### src/rtl/core/absb_pkg.sv
// Shared constants, types and register codes of the alpha blend sprite blitter.
package absb_pkg;

	localparam int FRAME_COLUMN_PIXELS = 240;
	localparam int FRAME_COLUMNS       = 400;

	localparam int COL_W     = 9;
	localparam int ROW_W     = 8;
	localparam int CFG_W     = 9;
	localparam int CFG_IDX_W = 2;
	localparam int CHAN_W    = 8;
	localparam int ADDR_W    = 19;
	localparam int PIX_IDX_W = $clog2(FRAME_COLUMN_PIXELS * FRAME_COLUMNS);

	localparam int QUEUE_DEPTH = 4;
	localparam int QPTR_W      = $clog2(QUEUE_DEPTH);

	localparam logic [CHAN_W-1:0] ALPHA_OPAQUE      = 8'd255;
	localparam logic [CHAN_W-1:0] ALPHA_TRANSPARENT = 8'd0;

	typedef enum logic [CFG_IDX_W-1:0] {
		CFG_START_COLUMN = 2'd0,
		CFG_START_ROW    = 2'd1,
		CFG_RECT_COLUMNS = 2'd2,
		CFG_RECT_ROWS    = 2'd3
	} cfg_index_t;

	typedef enum logic [1:0] {
		KIND_KEEP,
		KIND_COPY,
		KIND_BLEND
	} pix_kind_t;

	typedef struct packed {
		pix_kind_t               kind;
		logic [CHAN_W-1:0]       alpha;
		logic [CHAN_W-1:0]       src_blue;
		logic [CHAN_W-1:0]       src_green;
		logic [CHAN_W-1:0]       src_red;
		logic [CHAN_W-1:0]       old_blue;
		logic [CHAN_W-1:0]       old_green;
		logic [CHAN_W-1:0]       old_red;
		logic [PIX_IDX_W-1:0]    pix_idx;
		logic                    outside;
		logic                    last;
	} blit_job_t;

endpackage

### src/rtl/core/absb_front.sv
// Front end: registers, rectangle walk, pixel classification and position.
module absb_front (
	input  logic                              clk,
	input  logic                              arst_n,
	input  logic                              cfg_wr_en,
	input  logic [absb_pkg::CFG_IDX_W-1:0]    cfg_index,
	input  logic [absb_pkg::CFG_W-1:0]        cfg_data,
	input  logic                              in_valid,
	output logic                              in_ready,
	input  logic [7*absb_pkg::CHAN_W-1:0]     in_data,
	input  logic                              queue_full,
	output logic                              push,
	output absb_pkg::blit_job_t               job
);

	logic [absb_pkg::COL_W-1:0] start_column_q;
	logic [absb_pkg::ROW_W-1:0] start_row_q;
	logic [absb_pkg::COL_W-1:0] rect_columns_q;
	logic [absb_pkg::ROW_W-1:0] rect_rows_q;
	logic [absb_pkg::COL_W-1:0] column_count_q;
	logic [absb_pkg::ROW_W-1:0] row_count_q;

	logic [absb_pkg::COL_W:0]   col;
	logic [absb_pkg::ROW_W:0]   row;
	logic                       outside;
	logic                       row_end;
	logic                       col_end;
	logic [absb_pkg::CHAN_W-1:0] alpha;

	assign in_ready = !queue_full;
	assign push     = in_valid && !queue_full;

	assign col = {1'b0, start_column_q} + {1'b0, column_count_q};
	assign row = {1'b0, start_row_q} + {1'b0, row_count_q};
	assign outside = (col >= (absb_pkg::COL_W+1)'(absb_pkg::FRAME_COLUMNS)) ||
		(row >= (absb_pkg::ROW_W+1)'(absb_pkg::FRAME_COLUMN_PIXELS));

	// a size of zero behaves as one
	assign row_end = ({1'b0, row_count_q} + 1'b1) >= {1'b0, rect_rows_q};
	assign col_end = ({1'b0, column_count_q} + 1'b1) >= {1'b0, rect_columns_q};

	assign alpha = in_data[7:0];

	always_comb begin
		job.alpha     = alpha;
		job.src_blue  = in_data[15:8];
		job.src_green = in_data[23:16];
		job.src_red   = in_data[31:24];
		job.old_blue  = in_data[39:32];
		job.old_green = in_data[47:40];
		job.old_red   = in_data[55:48];
		job.outside   = outside;
		job.last      = row_end && col_end;
		if (outside) begin
			job.pix_idx = '0;
		end else begin
			job.pix_idx = absb_pkg::PIX_IDX_W'(col) *
				absb_pkg::PIX_IDX_W'(absb_pkg::FRAME_COLUMN_PIXELS) +
				absb_pkg::PIX_IDX_W'(row);
		end
		if (alpha == absb_pkg::ALPHA_OPAQUE) begin
			job.kind = absb_pkg::KIND_COPY;
		end else if (alpha == absb_pkg::ALPHA_TRANSPARENT) begin
			job.kind = absb_pkg::KIND_KEEP;
		end else begin
			job.kind = absb_pkg::KIND_BLEND;
		end
	end

	always_ff @(posedge clk or negedge arst_n) begin
		if (!arst_n) begin
			start_column_q <= '0;
			start_row_q    <= '0;
			rect_columns_q <= absb_pkg::COL_W'(1);
			rect_rows_q    <= absb_pkg::ROW_W'(1);
			column_count_q <= '0;
			row_count_q    <= '0;
		end else if (cfg_wr_en) begin
			// any write restarts the walk
			column_count_q <= '0;
			row_count_q    <= '0;
			case (absb_pkg::cfg_index_t'(cfg_index))
				absb_pkg::CFG_START_COLUMN: start_column_q <= cfg_data;
				absb_pkg::CFG_START_ROW:    start_row_q    <= cfg_data[absb_pkg::ROW_W-1:0];
				absb_pkg::CFG_RECT_COLUMNS: rect_columns_q <= cfg_data;
				absb_pkg::CFG_RECT_ROWS:    rect_rows_q    <= cfg_data[absb_pkg::ROW_W-1:0];
				default: ;
			endcase
		end else if (push) begin
			if (row_end) begin
				row_count_q <= '0;
				if (col_end) begin
					column_count_q <= '0;
				end else begin
					column_count_q <= column_count_q + 1'b1;
				end
			end else begin
				row_count_q <= row_count_q + 1'b1;
			end
		end
	end

endmodule

### src/rtl/core/absb_queue.sv
// Short job queue between front and back ends.
module absb_queue (
	input  logic                 clk,
	input  logic                 arst_n,
	input  logic                 push,
	input  absb_pkg::blit_job_t  push_job,
	input  logic                 pop,
	output absb_pkg::blit_job_t  head_job,
	output logic                 full,
	output logic                 empty
);

	absb_pkg::blit_job_t            entries_q [absb_pkg::QUEUE_DEPTH];
	logic [absb_pkg::QPTR_W-1:0]    wr_ptr_q;
	logic [absb_pkg::QPTR_W-1:0]    rd_ptr_q;
	logic [absb_pkg::QPTR_W:0]      count_q;

	assign full     = count_q == (absb_pkg::QPTR_W+1)'(absb_pkg::QUEUE_DEPTH);
	assign empty    = count_q == '0;
	assign head_job = entries_q[rd_ptr_q];

	always_ff @(posedge clk) begin
		if (push) begin
			entries_q[wr_ptr_q] <= push_job;
		end
	end

	always_ff @(posedge clk or negedge arst_n) begin
		if (!arst_n) begin
			wr_ptr_q <= '0;
			rd_ptr_q <= '0;
			count_q  <= '0;
		end else begin
			if (push) begin
				wr_ptr_q <= wr_ptr_q + 1'b1;
			end
			if (pop) begin
				rd_ptr_q <= rd_ptr_q + 1'b1;
			end
			case ({push, pop})
				2'b10:   count_q <= count_q + 1'b1;
				2'b01:   count_q <= count_q - 1'b1;
				default: count_q <= count_q;
			endcase
		end
	end

endmodule

### src/rtl/core/absb_back.sv
// Back end: channel blend, byte address and output register.
module absb_back (
	input  logic                               clk,
	input  logic                               arst_n,
	input  absb_pkg::blit_job_t                head_job,
	input  logic                               queue_empty,
	output logic                               pop,
	output logic                               out_valid,
	input  logic                               out_ready,
	output logic [absb_pkg::ADDR_W-1:0]        byte_address_q,
	output logic [absb_pkg::CHAN_W-1:0]        new_blue_q,
	output logic [absb_pkg::CHAN_W-1:0]        new_green_q,
	output logic [absb_pkg::CHAN_W-1:0]        new_red_q,
	output logic                               write_enable_q,
	output logic                               out_of_frame_q,
	output logic                               last_pixel_q
);

	logic                          out_valid_q;
	logic [absb_pkg::CHAN_W-1:0]   inv_alpha;
	logic [2*absb_pkg::CHAN_W-1:0] mix_blue;
	logic [2*absb_pkg::CHAN_W-1:0] mix_green;
	logic [2*absb_pkg::CHAN_W-1:0] mix_red;
	logic [absb_pkg::ADDR_W-1:0]   idx_wide;
	logic [absb_pkg::CHAN_W-1:0]   nb;
	logic [absb_pkg::CHAN_W-1:0]   ng;
	logic [absb_pkg::CHAN_W-1:0]   nr;

	assign out_valid = out_valid_q;
	assign pop       = !queue_empty && (!out_valid_q || out_ready);

	assign inv_alpha = absb_pkg::ALPHA_OPAQUE - head_job.alpha;
	// sum stays below 2^16, keep the top byte
	assign mix_blue  = 16'(head_job.old_blue) * 16'(inv_alpha) +
		16'(head_job.src_blue) * 16'(head_job.alpha);
	assign mix_green = 16'(head_job.old_green) * 16'(inv_alpha) +
		16'(head_job.src_green) * 16'(head_job.alpha);
	assign mix_red   = 16'(head_job.old_red) * 16'(inv_alpha) +
		16'(head_job.src_red) * 16'(head_job.alpha);

	assign idx_wide = absb_pkg::ADDR_W'(head_job.pix_idx);

	always_comb begin
		case (head_job.kind)
			absb_pkg::KIND_COPY: begin
				nb = head_job.src_blue;
				ng = head_job.src_green;
				nr = head_job.src_red;
			end
			absb_pkg::KIND_BLEND: begin
				nb = mix_blue[15:8];
				ng = mix_green[15:8];
				nr = mix_red[15:8];
			end
			default: begin
				nb = head_job.old_blue;
				ng = head_job.old_green;
				nr = head_job.old_red;
			end
		endcase
	end

	always_ff @(posedge clk or negedge arst_n) begin
		if (!arst_n) begin
			out_valid_q <= 1'b0;
		end else if (pop) begin
			out_valid_q <= 1'b1;
		end else if (out_ready) begin
			out_valid_q <= 1'b0;
		end
	end

	always_ff @(posedge clk) begin
		if (pop) begin
			byte_address_q <= (idx_wide << 1) + idx_wide;
			new_blue_q     <= nb;
			new_green_q    <= ng;
			new_red_q      <= nr;
			write_enable_q <= (head_job.kind != absb_pkg::KIND_KEEP) && !head_job.outside;
			out_of_frame_q <= head_job.outside;
			last_pixel_q   <= head_job.last;
		end
	end

endmodule

### src/rtl/core/alpha_blend_sprite_blit.sv
// Top level of the alpha blend sprite blitter.
//
// Input stream: one beat per source pixel, taken column by column, each column
// top to bottom, together with the frame pixel now stored at that place.
// Output stream: one beat per input beat, in order, with the byte address in a
// column-major frame of 3-byte pixels, the pixel to write and its flags.
// The front end walks the rectangle and classifies the pixel (copy, keep, blend)
// in the accept cycle and pushes a job into a four-entry queue; the back end
// blends the channels and loads the output register.
// An accepted input beat is held in a queue entry and then in the output register.
// Throughput: one beat per cycle while the output side is ready, set by the
// front end and output register; the queue soaks up short output stalls.
// When the receiver stalls, the output beat is held and the queue fills; input
// ready drops only once the queue is full.
// Reset empties the queue, clears output valid and sets the rectangle to one
// pixel at the frame origin. The user makes register writes only while idle;
// the block does not enforce it. A write restarts the walk at the first pixel.
module alpha_blend_sprite_blit (
	input  logic                              clk,
	input  logic                              arst_n,
	input  logic                              cfg_wr_en,
	input  logic [absb_pkg::CFG_IDX_W-1:0]    cfg_index,
	input  logic [absb_pkg::CFG_W-1:0]        cfg_data,
	input  logic                              s_axis_tvalid,
	output logic                              s_axis_tready,
	// src_alpha, src_blue, src_green, src_red, old_blue, old_green, old_red
	input  logic [55:0]                       s_axis_tdata,
	output logic                              m_axis_tvalid,
	input  logic                              m_axis_tready,
	// byte_address, new_blue, new_green, new_red, zero fill
	output logic [47:0]                       m_axis_tdata,
	// write_enable, out_of_frame
	output logic [1:0]                        m_axis_tuser,
	output logic                              m_axis_tlast
);

	absb_pkg::blit_job_t               push_job;
	absb_pkg::blit_job_t               head_job;
	logic                              push;
	logic                              pop;
	logic                              queue_full;
	logic                              queue_empty;
	logic [absb_pkg::ADDR_W-1:0]       byte_address;
	logic [absb_pkg::CHAN_W-1:0]       new_blue;
	logic [absb_pkg::CHAN_W-1:0]       new_green;
	logic [absb_pkg::CHAN_W-1:0]       new_red;
	logic                              write_enable;
	logic                              out_of_frame;
	logic                              last_pixel;

	absb_front u_front (
		.clk        (clk),
		.arst_n     (arst_n),
		.cfg_wr_en  (cfg_wr_en),
		.cfg_index  (cfg_index),
		.cfg_data   (cfg_data),
		.in_valid   (s_axis_tvalid),
		.in_ready   (s_axis_tready),
		.in_data    (s_axis_tdata),
		.queue_full (queue_full),
		.push       (push),
		.job        (push_job)
	);

	absb_queue u_queue (
		.clk      (clk),
		.arst_n   (arst_n),
		.push     (push),
		.push_job (push_job),
		.pop      (pop),
		.head_job (head_job),
		.full     (queue_full),
		.empty    (queue_empty)
	);

	absb_back u_back (
		.clk            (clk),
		.arst_n         (arst_n),
		.head_job       (head_job),
		.queue_empty    (queue_empty),
		.pop            (pop),
		.out_valid      (m_axis_tvalid),
		.out_ready      (m_axis_tready),
		.byte_address_q (byte_address),
		.new_blue_q     (new_blue),
		.new_green_q    (new_green),
		.new_red_q      (new_red),
		.write_enable_q (write_enable),
		.out_of_frame_q (out_of_frame),
		.last_pixel_q   (last_pixel)
	);

	assign m_axis_tdata = {5'd0, new_red, new_green, new_blue, byte_address};
	assign m_axis_tuser = {out_of_frame, write_enable};
	assign m_axis_tlast = last_pixel;

`ifndef SYNTHESIS
	a_no_write_outside: assert property (@(posedge clk) disable iff (!arst_n)
		m_axis_tvalid && m_axis_tuser[1] |-> !m_axis_tuser[0])
		else $error("write flagged for a pixel outside the frame");

	a_outside_addr_zero: assert property (@(posedge clk) disable iff (!arst_n)
		m_axis_tvalid && m_axis_tuser[1] |-> m_axis_tdata[18:0] == 19'd0)
		else $error("non-zero address on a pixel outside the frame");

	a_addr_in_frame: assert property (@(posedge clk) disable iff (!arst_n)
		m_axis_tvalid |-> m_axis_tdata[18:0] <= 19'(3 * (absb_pkg::FRAME_COLUMNS *
		absb_pkg::FRAME_COLUMN_PIXELS - 1)))
		else $error("byte address beyond the frame");

	a_queue_no_overflow: assert property (@(posedge clk) disable iff (!arst_n)
		queue_full && !pop |=> !push || pop)
		else $error("job pushed into a full queue");
`endif

endmodule

### config.mk
export PLATFORM = sky130hd
export DESIGN_NAME = alpha_blend_sprite_blit
export DESIGN_NICKNAME = d
export VERILOG_FILES = /design/src/rtl/core/absb_pkg.sv /design/src/rtl/core/absb_front.sv /design/src/rtl/core/absb_queue.sv /design/src/rtl/core/absb_back.sv /design/src/rtl/core/alpha_blend_sprite_blit.sv
export SDC_FILE = /design/constraint.sdc
export NUM_CORES = 1
export LEC_CHECK = 0
export BUFFER_PORTS_ARGS = -buffer_cell sky130_fd_sc_hd__buf_4
export CORE_ASPECT_RATIO = 0.9
export CORE_MARGIN = 2
export CORE_UTILIZATION = 55
export CTS_BUF_LIST = sky130_fd_sc_hd__clkbuf_2 sky130_fd_sc_hd__clkbuf_4 sky130_fd_sc_hd__clkbuf_8
export CTS_CLUSTER_DIAMETER = 50
export DETAILED_ROUTE_END_ITERATION = 10
export GPL_TIMING_DRIVEN = 0
export MAX_ROUTING_LAYER = met4
export PLACE_DENSITY = 0.72
export SYNTH_ARGS = -nofsm -noshare
export SYNTH_HDL_FRONTEND = slang
export SYNTH_SLANG_ARGS = --single-unit
### constraint.sdc
create_clock -name clk -period 11.46 [get_ports clk]
set_input_delay 2.292 -clock clk [delete_from_list [all_inputs] [get_ports clk]]
set_output_delay 2.292 -clock clk [all_outputs]
set_load 0.05 [all_outputs]
# Word-level counts from Yosys, hierarchy flattened
# Memory sizes are Yosys's and may differ from the RTL's.
# Index checks and enable logic that the tools add are counted.
# op_classes
n_addsub	16
multipliers	7
n_div	0
order_cmp	4
n_eq_ne	9
n_shift	0
n_mux	18
bitwise	0
reduce_logical	23
# ops
cell	n
multiplier 8 x 8 -> 16 bit	6
adder 16 bit	3
case mux 8 bit (2 select lines)	3
two-way mux 9 bit	4
two-way mux 8 bit	3
adder 18 x 17 -> 19 bit	1
adder 17 x 9 -> 17 bit	1
two-way mux 17 bit	1
multiplier 10 x 4 -> 13 bit (second input constant)	1
adder 9 x 1 -> 10 bit (second input constant)	1
adder 9 x 9 -> 10 bit	1
greater-or-equal comparator 10 x 9 -> 1 bit	1
greater-or-equal comparator 10 x 9 -> 1 bit (second input constant)	1
AND reduction 2 bit	5
nonzero test 2 bit	5
adder 8 x 1 -> 9 bit (second input constant)	1
adder 8 x 8 -> 9 bit	1
adder 9 x 1 -> 9 bit (second input constant)	1
greater-or-equal comparator 9 x 8 -> 1 bit	1
greater-or-equal comparator 9 x 8 -> 1 bit (second input constant)	1
adder 8 x 1 -> 8 bit (second input constant)	1
equality test 2 bit (second input constant)	4
equality test 8 bit (second input constant)	1
logical NOT 8 bit	1
other kinds (14)	28
# totals
reg_bits	105
latch_bits	0
ramBits	308
rom_bits	0
input_bits	72
output_inout_bits	53
word_cells	95
memories	1
# memory_table
name	words	width	rd	rd_clocked_by_memory_dff	write_ports	line	rtl
u_queue.entries_q	4	77	1	0	1	absb_queue.sv:13	absb_pkg::blit_job_t entries_q [absb_pkg::QUEUE_DEPTH];

# Logic depth before layout (Yosys ltp)
# Gate-level depths: netlist of the first run.
# logic_depth
ltp_word	6
ltp_mapped	28
ltp_nobuf	24

# Cells and area by module
# Synthesis of the first run repeated with hierarchy kept, for this count alone.
# unflattened
cells_unflattened	2692
area_unflattened_um2	32084.5
# modules_own_cells
module	instances	cells_each	area_per_inst_um2
absb_back	1	1671	15272.1
absb_queue	1	440	11508.5
absb_front	1	573	5247.5
alpha_blend_sprite_blit	1	8	56.3

# Least setup slack after synthesis of the first run
# OpenSTA, ideal clock, no wires.
# synth_path
path_type	register -> register
start	register u_queue.rd_ptr_q[0] (netlist bit)
end	register u_back.new_blue_q[6] (netlist bit) (data pin)
setup_time_ns	0.261
t_arrival_ns	6.463
required_time_ns	11.199
slack_ns	4.736
path_stages_with_launch	25
n_path_buf	3
period_less_slack_ns	6.724
cell_sequence	dfrtp_1 > buf_4 > buf_2 > buf_2 > mux2_2 > o21ai_0 > nor2_1 > fa_1 > inv_1 > fa_1 > inv_1 > fa_1 > fa_1 > fa_1 > inv_1 > fa_1 > inv_1 > ha_1 > o21a_1 > o21ai_0 > nor2_1 > a41o_1 > a21oi_1 > nor3_1 > o32a_1
# synth_between
elab_chain_cells	5
# synth_rtl
element	line	rtl
from (decl)	absb_queue.sv:15	logic [absb_pkg::QPTR_W-1:0] rd_ptr_q;
from (signal assigned)	absb_queue.sv:38	rd_ptr_q <= rd_ptr_q + 1'b1;
memory read (4 x 77 bit) *	n/a	
subtractor 8 bit	absb_back.sv:32	assign inv_alpha = absb_pkg::ALPHA_OPAQUE - head_job.alpha;
multiplier 8 x 8 -> 16 bit	absb_back.sv:34	assign mix_blue = 16'(head_job.old_blue) * 16'(inv_alpha) +
adder 16 bit	absb_back.sv:34	
case mux 8 bit (2 select lines) *	absb_back.sv:44	case (head_job.kind)
net u_back.nb (one bit)	absb_back.sv:25	logic [absb_pkg::CHAN_W-1:0] nb;
to (signal assigned)	absb_back.sv:76	new_blue_q <= nb;
to (decl)	absb_back.sv:11	output logic [absb_pkg::CHAN_W-1:0] new_blue_q,
# Mark *: on every way through the listed nets, which the timed path passes. The rest lies on a longest branch.
# A chain may end at the register's enable or synchronous reset.

# Final worst setup path of the first run
# layout_path
start	register u_queue.rd_ptr_q[1] (netlist bit)
end	register u_back.new_blue_q[7] (netlist bit) (data pin)
# Same word-level chain as after synthesis.

==> key figures, run 1 <==
Yosys
  • Synth cell types: 70
  • Top-count cell post-synth: inv_1
  • Ys flop type: edfxtp_1
  • Top cells by area, synth: edfxtp_1 34%, fa_1 19%, ha_1 11%
  • Post-synth EDFFs: about 350
  • Fraction of registers with async set/reset: roughly 14%
  • Mapped cell area: between 30000 and 40000 um^2
  • #FFs+latches synth: roughly 410
  • Post-Syn Instances: between 2k and 3k
  • Synth warn: 0
  • Synth area leader: edfxtp_1
  • Post-synth top cells: 487 x inv_1, 354 x edfxtp_1, 307 x fa_1, 272 x nor2_1, 269 x ha_1
  • Syn_area_per_cell: around 11 um^2
  • Seq/Total Area, Yosys: between 30% and 40%
  • Post-synth top area share: around 34%

CTS
  • CTS Hold Buffers Added: 0
  • Clk slew on worst S/H paths: 60 ps
  • CTS tree: done
  • Insertion delay to the later sink of the worst-skew pair: 660 ps
  • H-tree Lvls: 3
  • Clk Tree Root Cell: clkbuf_8
  • Clock buffer depth: 3
  • # resized after CTS: 0
  • Postcts setup bufs: 0
  • CTS sink count: a little over 400
  • Cts bufs inserted: between 60 and 70

STA
  • Final worst path period share: approximately four fifths
  • Fmax: roughly 0.11 GHz
  • Fin. Hold Viols: 0
  • Sum Neg Setup Slack: 0 ps
  • Min Tclk post-route: roughly 9200 ps
  • Rel. slew slack: 8.711%
  • Endpoints failing setup: 0
  • Slew @ Worst Pin: roughly 1400 ps
  • RSZ-0062 raised after global routing: false
  • Clk_skew: about 38 ps
  • Max Slew Vio Count: 0

Floorplanning
  • # rows: 83
  • Ports: about 130
  • Die area: 59240 um^2
  • Core ar.: ~57000 um^2
  • Starting Density: roughly 55%
  • Die Wd: about 260 um
  • Die height: 231.1 um

Finish
  • Share of layout cells above drive strength 1: around an eighth
  • Layout area overhead: 10.82%
  • Nets: approximately 3.6k

Place
  • GPL Wtd Cong: between 0.9 and 1
  • PortBufs: roughly 120
  • HPWL after detailed placement: 62.57 mm

Critical path
  • Worst Path Arrival: around 9500 ps
  • Top delay family on crit path: adder cells
  • Worst setup SP type: register
  • R2R Setup Slk: between 2000 and 2500 ps
  • Path depth of the worst reg2reg path: 23
  • Critical path startpoint: u_queue.rd_ptr_q[1]
  • CP Max Fanout: 10
  • Reg-to-reg endpoint: u_back.new_blue_q[7]
  • Critical path's slowest cell: clkbuf_1
  • CP endpoint kind: register
  • Setup CP Type: reg2reg
  • Worst path buffer plus inverter count: 7
  • Req. time, crit path: 11770 ps
  • Cell Chain, Critical Path: clkbuf_1 > clkbuf_1 > o21a_1 > clkbuf_1 > nor2_1 > fa_1 > inv_1 > fa_1 > inv_1 > fa_1 > fa_1 > fa_1 > inv_1 > fa_1 > inv_1 > ha_1 > o21a_1 > o21ai_0 > nor2_1 > a41o_1 > a21oi_1 > nand2_1 > a211oi_1
  • Most frequent CP cell: fa_1
  • R2r startpoint: u_queue.rd_ptr_q[1]
  • Slowest cell delay on critical path: slightly below 800 ps

GRT
  • Initial antenna violation count: 3
  • Grt ovf: 0
  • Total global-route track usage: between 20 and 30%
  • Largest net degree at the start of global routing: 60
  • Vias in the first global route: between 20k and 25k
  • First-pass GRT wire length: 126.4 mm

Min path
  • Hold depth: 1
  • Hold wc startpoint: u_queue.count_q[2]
  • Min-Delay Path Class: reg2reg
  • Worst Hold End: u_queue.count_q[2]

Route
  • DRC viols: 0
  • M1 WL: about 34 mm
  • Met3 WL: just under 7 mm
  • First DRT Iteration DRCs: ~1.8k
  • Final wirelength: 81.45 mm
  • Highest routed layer: met4
  • First-pass detailed-route iteration total: 5
  • Via count: 21.03k
  • Routed len/inst: around 22 um
  • Post-route ant nets: 0
  • Metal2 WL: roughly 38 mm
  • Routed vias/inst: roughly 5.6

Status
  • Outcome: finished, final reports clean

Flow run
  • Max-cap viol count: 0
[worst max path at each step]
stage	slack, ps	cells past startpoint	endpoint
3_3_place_gp	2700	23	u_back.new_blue_q[7]
6_report	2290	23	u_back.new_blue_q[7]
2_1_floorplan	4740	24	u_back.new_blue_q[6]
5_1_grt	2270	23	u_back.new_blue_q[7]
3_5_place_dp	2580	23	u_back.new_blue_q[7]
4_1_cts	2540	23	u_back.new_blue_q[7]
[per-layer routing]
metal | track usage, % | up-vias
met5 | - | -
met4 | 9.960 | 0
met3 | 6.277 | 163
met2 | 45.23 | 835
met1 | 39.09 | 10540
li1 | - | 9497
[layout make-up]
class | instances | area (um^2)
flip-flops and latches | 413 | 12110
plain buffers | 86 | 397.9
well taps | 765 | 957.2
inverters | 487 | 1828
multi-input cells | 1772 | 17230
fillers | 4588 | 21880
clock inverters | 23 | 176.4
diodes | 3 | 7.507
clock buffers | 97 | 1179
repair buffers | 124 | 1044
[layout by cell type, fill, tap and decap left out, types with 25 or more instances in the layout]
master / n
clkbuf_8: 72
nand2b_1: 25
ha_1: 269
and2_1: 56
mux2_2: 74
inv_1: 487
clkbuf_4: 25
xnor2_1: 52
mux4_2: 36
a21oi_1: 59
edfxtp_1: 354
xor2_1: 35
o21a_1: 44
nor2_1: 272
fa_1: 307
dfrtp_1: 57
buf_4: 130
o21ai_0: 63
nand2_1: 195
mux2i_1: 44
clkbuf_1: 54
[state kept, by name (all words and copies together) (netlist names), 9 cells and up]
signal and cells:
u_front.column_count_q 9, u_front.rect_columns_q 9, u_queue.entries_q 308, u_back.byte_address_q 19, u_front.start_column_q 9
[per-stage QoR]
stage	setup WS (ps)	utilization, %	hold WS, ps	instance area, um^2	std cells
6_report	2295	61.49	484.7	34930	3770
3_5_place_dp	2584	59.09	478.5	33570	3647
2_1_floorplan	4736	-	454.9	31530	2758
4_1_cts	2535	61.47	486.5	34920	3767
3_3_place_gp	2703	58.76	472.7	33380	3641
5_1_grt	2272	61.49	506.3	34930	3770
[logic make-up (layout without fill, tap and decap cells)]
family | after synthesis | count (layout) | share of synthesized area, %
flops | 413 | 413 | 38.42
other cells | 1 | 8 | 0.01190
fa+ha+maj | 576 | 576 | 30.18
xor+xnor | 87 | 87 | 2.418
compound gates | 310 | 310 | 6.403
mux | 154 | 154 | 6.613
simple gates | 640 | 640 | 8.896
buf+inv | 573 | 817 | 7.062
[worst register-to-register path: stages (launching register included)]
cell and delay (ps):
dfrtp_1 370, clkbuf_1 760, clkbuf_1 790, o21a_1 630
clkbuf_1 740, nor2_1 160, fa_1 550, inv_1 50
fa_1 470, inv_1 50, fa_1 490, fa_1 500
fa_1 490, inv_1 50, fa_1 480, inv_1 40
ha_1 280, o21a_1 200, o21ai_0 250, nor2_1 140
a41o_1 320, a21oi_1 240, nand2_1 80, a211oi_1 710
Power of run 1 is left out: the tool's default activity adds up to more than one toggle a clock period on the data nets, which glitch-free logic cannot reach.
==> run 2, diff against run 1 <==
- ABC_AREA: not set -> 1
- clock period: 11.46 -> 9 ns (I/O delays scaled with it)
==> key figures, run 2 <==
Status
  • Outcome: finished, final reports clean

STA
  • Fmax: 0.1340 GHz (+23%)
  • Endpoints failing setup: 0 (unchanged)
  • Slew @ Worst Pin: 1184 ps (-171.2 ps)
  • Final worst path period share: 82.93% (+3.0 points)
  • Clk_skew: 27.78 ps (-10.21 ps)
  • RSZ-0062 raised after global routing: false
  • Fin. Hold Viols: 0 (unchanged)
  • Rel. slew slack: 21.08% (+12 points)
  • Max Slew Vio Count: 0 (unchanged)
  • Min Tclk post-route: 7464 ps (-1702 ps)
  • Sum Neg Setup Slack: 0 ps (unchanged)

Yosys
  • Top-count cell post-synth: nand2_1
  • Synth area leader: edfxtp_1
  • Post-Synth Adder-Cell Area: 29.05% (-1.1 points)
  • Post-synth top area share: 32.47% (-1.3 points)
  • #FFs+latches synth: 413 (unchanged)
  • Post-Syn Instances: 3464 (+26%)
  • Area share of xor/xnor cells in the synthesized design: 1.525% (-0.89 points)
  • Seq/Total Area, Yosys: 36.99% (-1.4 points)
  • Synth warn: 0 (unchanged)
  • Post-synth EDFFs: 354 (unchanged)
  • Synth Area in Simple Gates: 16.08% (+7.2 points)
  • Top cells by area, synth: edfxtp_1 32%, fa_1 19%, ha_1 10%
  • Post-synthesis mux area share: 0% (-6.6 points)
  • Compound-Gate Fraction of Synth Area: 6.749% (+0.35 points)
  • Dominant combinational cell family by area after synthesis: adder cells
  • Synth cell types: 52 (-26%)
  • Fraction of registers with async set/reset: 14.29% (unchanged)
  • Post-synth top cells: 674 x nand2_1, 666 x inv_1, 382 x nor2_1, 354 x edfxtp_1, 307 x fa_1
  • Mapped cell area: 32740 um^2 (+3.9%)
  • Ys flop type: edfxtp_1
  • Syn_area_per_cell: 9.451 um^2 (-17%)

Flow run
  • Max-cap viol count: 0 (unchanged)

Route
  • First DRT Iteration DRCs: 2132 (+20%)
  • Post-route ant nets: 0 (unchanged)
  • Via count: 24.32k (+16%)
  • Final wirelength: 85.94 mm (+5.5%)
  • First-pass detailed-route iteration total: 5 (unchanged)
  • Routed vias/inst: 5.402 (-3.2%)
  • Routed len/inst: 19.09 um (-12%)
  • DRC viols: 0 (unchanged)

Floorplanning
  • Die area: 61500 um^2 (+3.8%)
  • # rows: 84 (+1.2%)
  • Core ar.: 58650 um^2 (+3.2%)
  • Ports: 125 (unchanged)
  • Die height: 235.5 um (+1.9%)
  • Die Wd: 261.2 um (+1.9%)
  • Starting Density: 55.82% (+0.34 points)

CTS
  • CTS tree: done
  • Cts bufs inserted: 70 (+1.4%)
  • H-tree Lvls: 3 (unchanged)
  • CTS Hold Buffers Added: 0 (unchanged)
  • # resized after CTS: 0 (unchanged)
  • Postcts setup bufs: 0 (unchanged)
  • Clock buffer depth: 3 (unchanged)
  • CTS sink count: 413 (unchanged)
  • Insertion delay to the later sink of the worst-skew pair: 650 ps (about the same)
  • Clk slew on worst S/H paths: 60 ps (about the same)
  • Clk Tree Root Cell: clkbuf_8

Place
  • PortBufs: 118 (unchanged)
  • HPWL after detailed placement: 66.53 mm (+6.3%)
  • GPL Wtd Cong: 0.9755 (+0.48%)

Finish
  • Share of layout cells above drive strength 1: 11.03% (-2.0 points)
  • Commonest non-fill, non-tap cell in the layout: nand2_1
  • Reg with most FFs: u_queue.entries_q
  • Max FFs per register: 308 (unchanged)
  • Layout fillers: 4837 (+5.4%)
  • Layout area overhead: 11.29%
  • Commonest non-fill, non-tap cells in the layout: 674 x nand2_1, 666 x inv_1, 378 x nor2_1
  • Storage element area: 12110 um^2 (unchanged)
  • Multi-input logic area: 17550 um^2 (+1.8%)
  • Nets: 4319 (+20%)
  • Largest regs: u_queue.entries_q: 308 flops, u_back.byte_address_q: 19 flops

Critical path
  • Setup CP Type: reg2reg
  • Slowest cell delay on critical path: 930 ps (+140 ps)
  • Worst path buffer plus inverter count: 7 (unchanged)
  • Critical path's slowest cell: a32oi_1
  • Worst setup SP type: register
  • Top delay family on crit path: adder cells
  • R2R Setup Slk: 1540 ps (-760 ps)
  • CP Max Fanout: 10 (unchanged)
  • Req. time, crit path: 9430 ps (-2340 ps)
  • Worst Path Arrival: 7890 ps (-1580 ps)
  • CP endpoint kind: register

GRT
  • Grt ovf: 0 (unchanged)
  • Vias in the first global route: 23.99k (+8.6%)
  • Initial antenna violation count: 2 (-1)
  • Total global-route track usage: 29.68% (+0.29 points)
  • Largest net degree at the start of global routing: 60 (unchanged)
  • First-pass GRT wire length: 134.4 mm (+6.3%)

Min path
  • Min-Delay Path Class: reg2reg
run 2: changes by cell type after synthesis, moves of 40 or more:
cell and change:
mux2i_1 -44, a21oi_1 +49, buf_2 +45, inv_1 +179, and2_1 -56, nor2_1 +110, o21ai_0 +58, nand2_1 +479
nand3_1 +132, mux2_2 -74, o21a_1 -40
run 2: stage by stage:
stage	setup WS, ps	cell area (um^2)	util [%]	hold slack [ps]	cells
after floorplan	3140	32750	-	446.5	3468
after global placement	375.3	34610	59.01	466.0	4360
after detailed placement	1812	34940	59.58	467.1	4373
after CTS	1765	36430	62.11	479.8	4499
after global routing	1280	36430	62.12	509.7	4501
final	1536	36430	62.13	481.2	4502
run 2: final cells by class:
type	instances	area share, %
Clock inverter	28	0.8173
Multi-Input combinational cell	2261	48.16
Timing Repair Buffer	131	3.228
Clock buffer	98	3.256
Tap cell	774	2.658
Buffer	107	1.545
Sequential cell	413	33.23
Inverter	687	7.078
Antenna cell	3	0.02060
run 2: cell families (layout without fill, tap and decap cells):
family	after synthesis	count (layout)
other	1	8
AND/OR/NAND/NOR	1286	1286
flip-flops	413	413
buffers and inverters	794	1051
adder cells (fa/ha/maj)	576	576
AO/OA/AOI/OAI	337	337
XOR/XNOR	57	57
run 2: worst paths after layout:
check	startpoint	endpoint	cells past startpoint
setup / recovery	u_queue.rd_ptr_q[0]	u_back.new_blue_q[7]	25
hold / removal	u_queue.count_q[0]	u_queue.count_q[0]	1
setup reg to reg	u_queue.rd_ptr_q[0]	u_back.new_blue_q[7]	25
hold reg to reg	u_queue.count_q[0]	u_queue.count_q[0]	1
max in group asynchronous	arst_n	u_queue.count_q[1]	1
min in group asynchronous	arst_n	u_front.rect_columns_q[6]	1
run 2: per-layer routing:
layer  share of wire [%]  vias up  global-route usage (%)  wire length, um
met1                  42    11690                   40.57            35710
met3                  11      181                   8.290             9676
met5                   0        -                       -                0
li1                    -    11400                       -                -
met4                 3.5        0                   9.745             2998
met2                  44     1052                   42.84            37560
Power of run 2 is left out for the same reason.
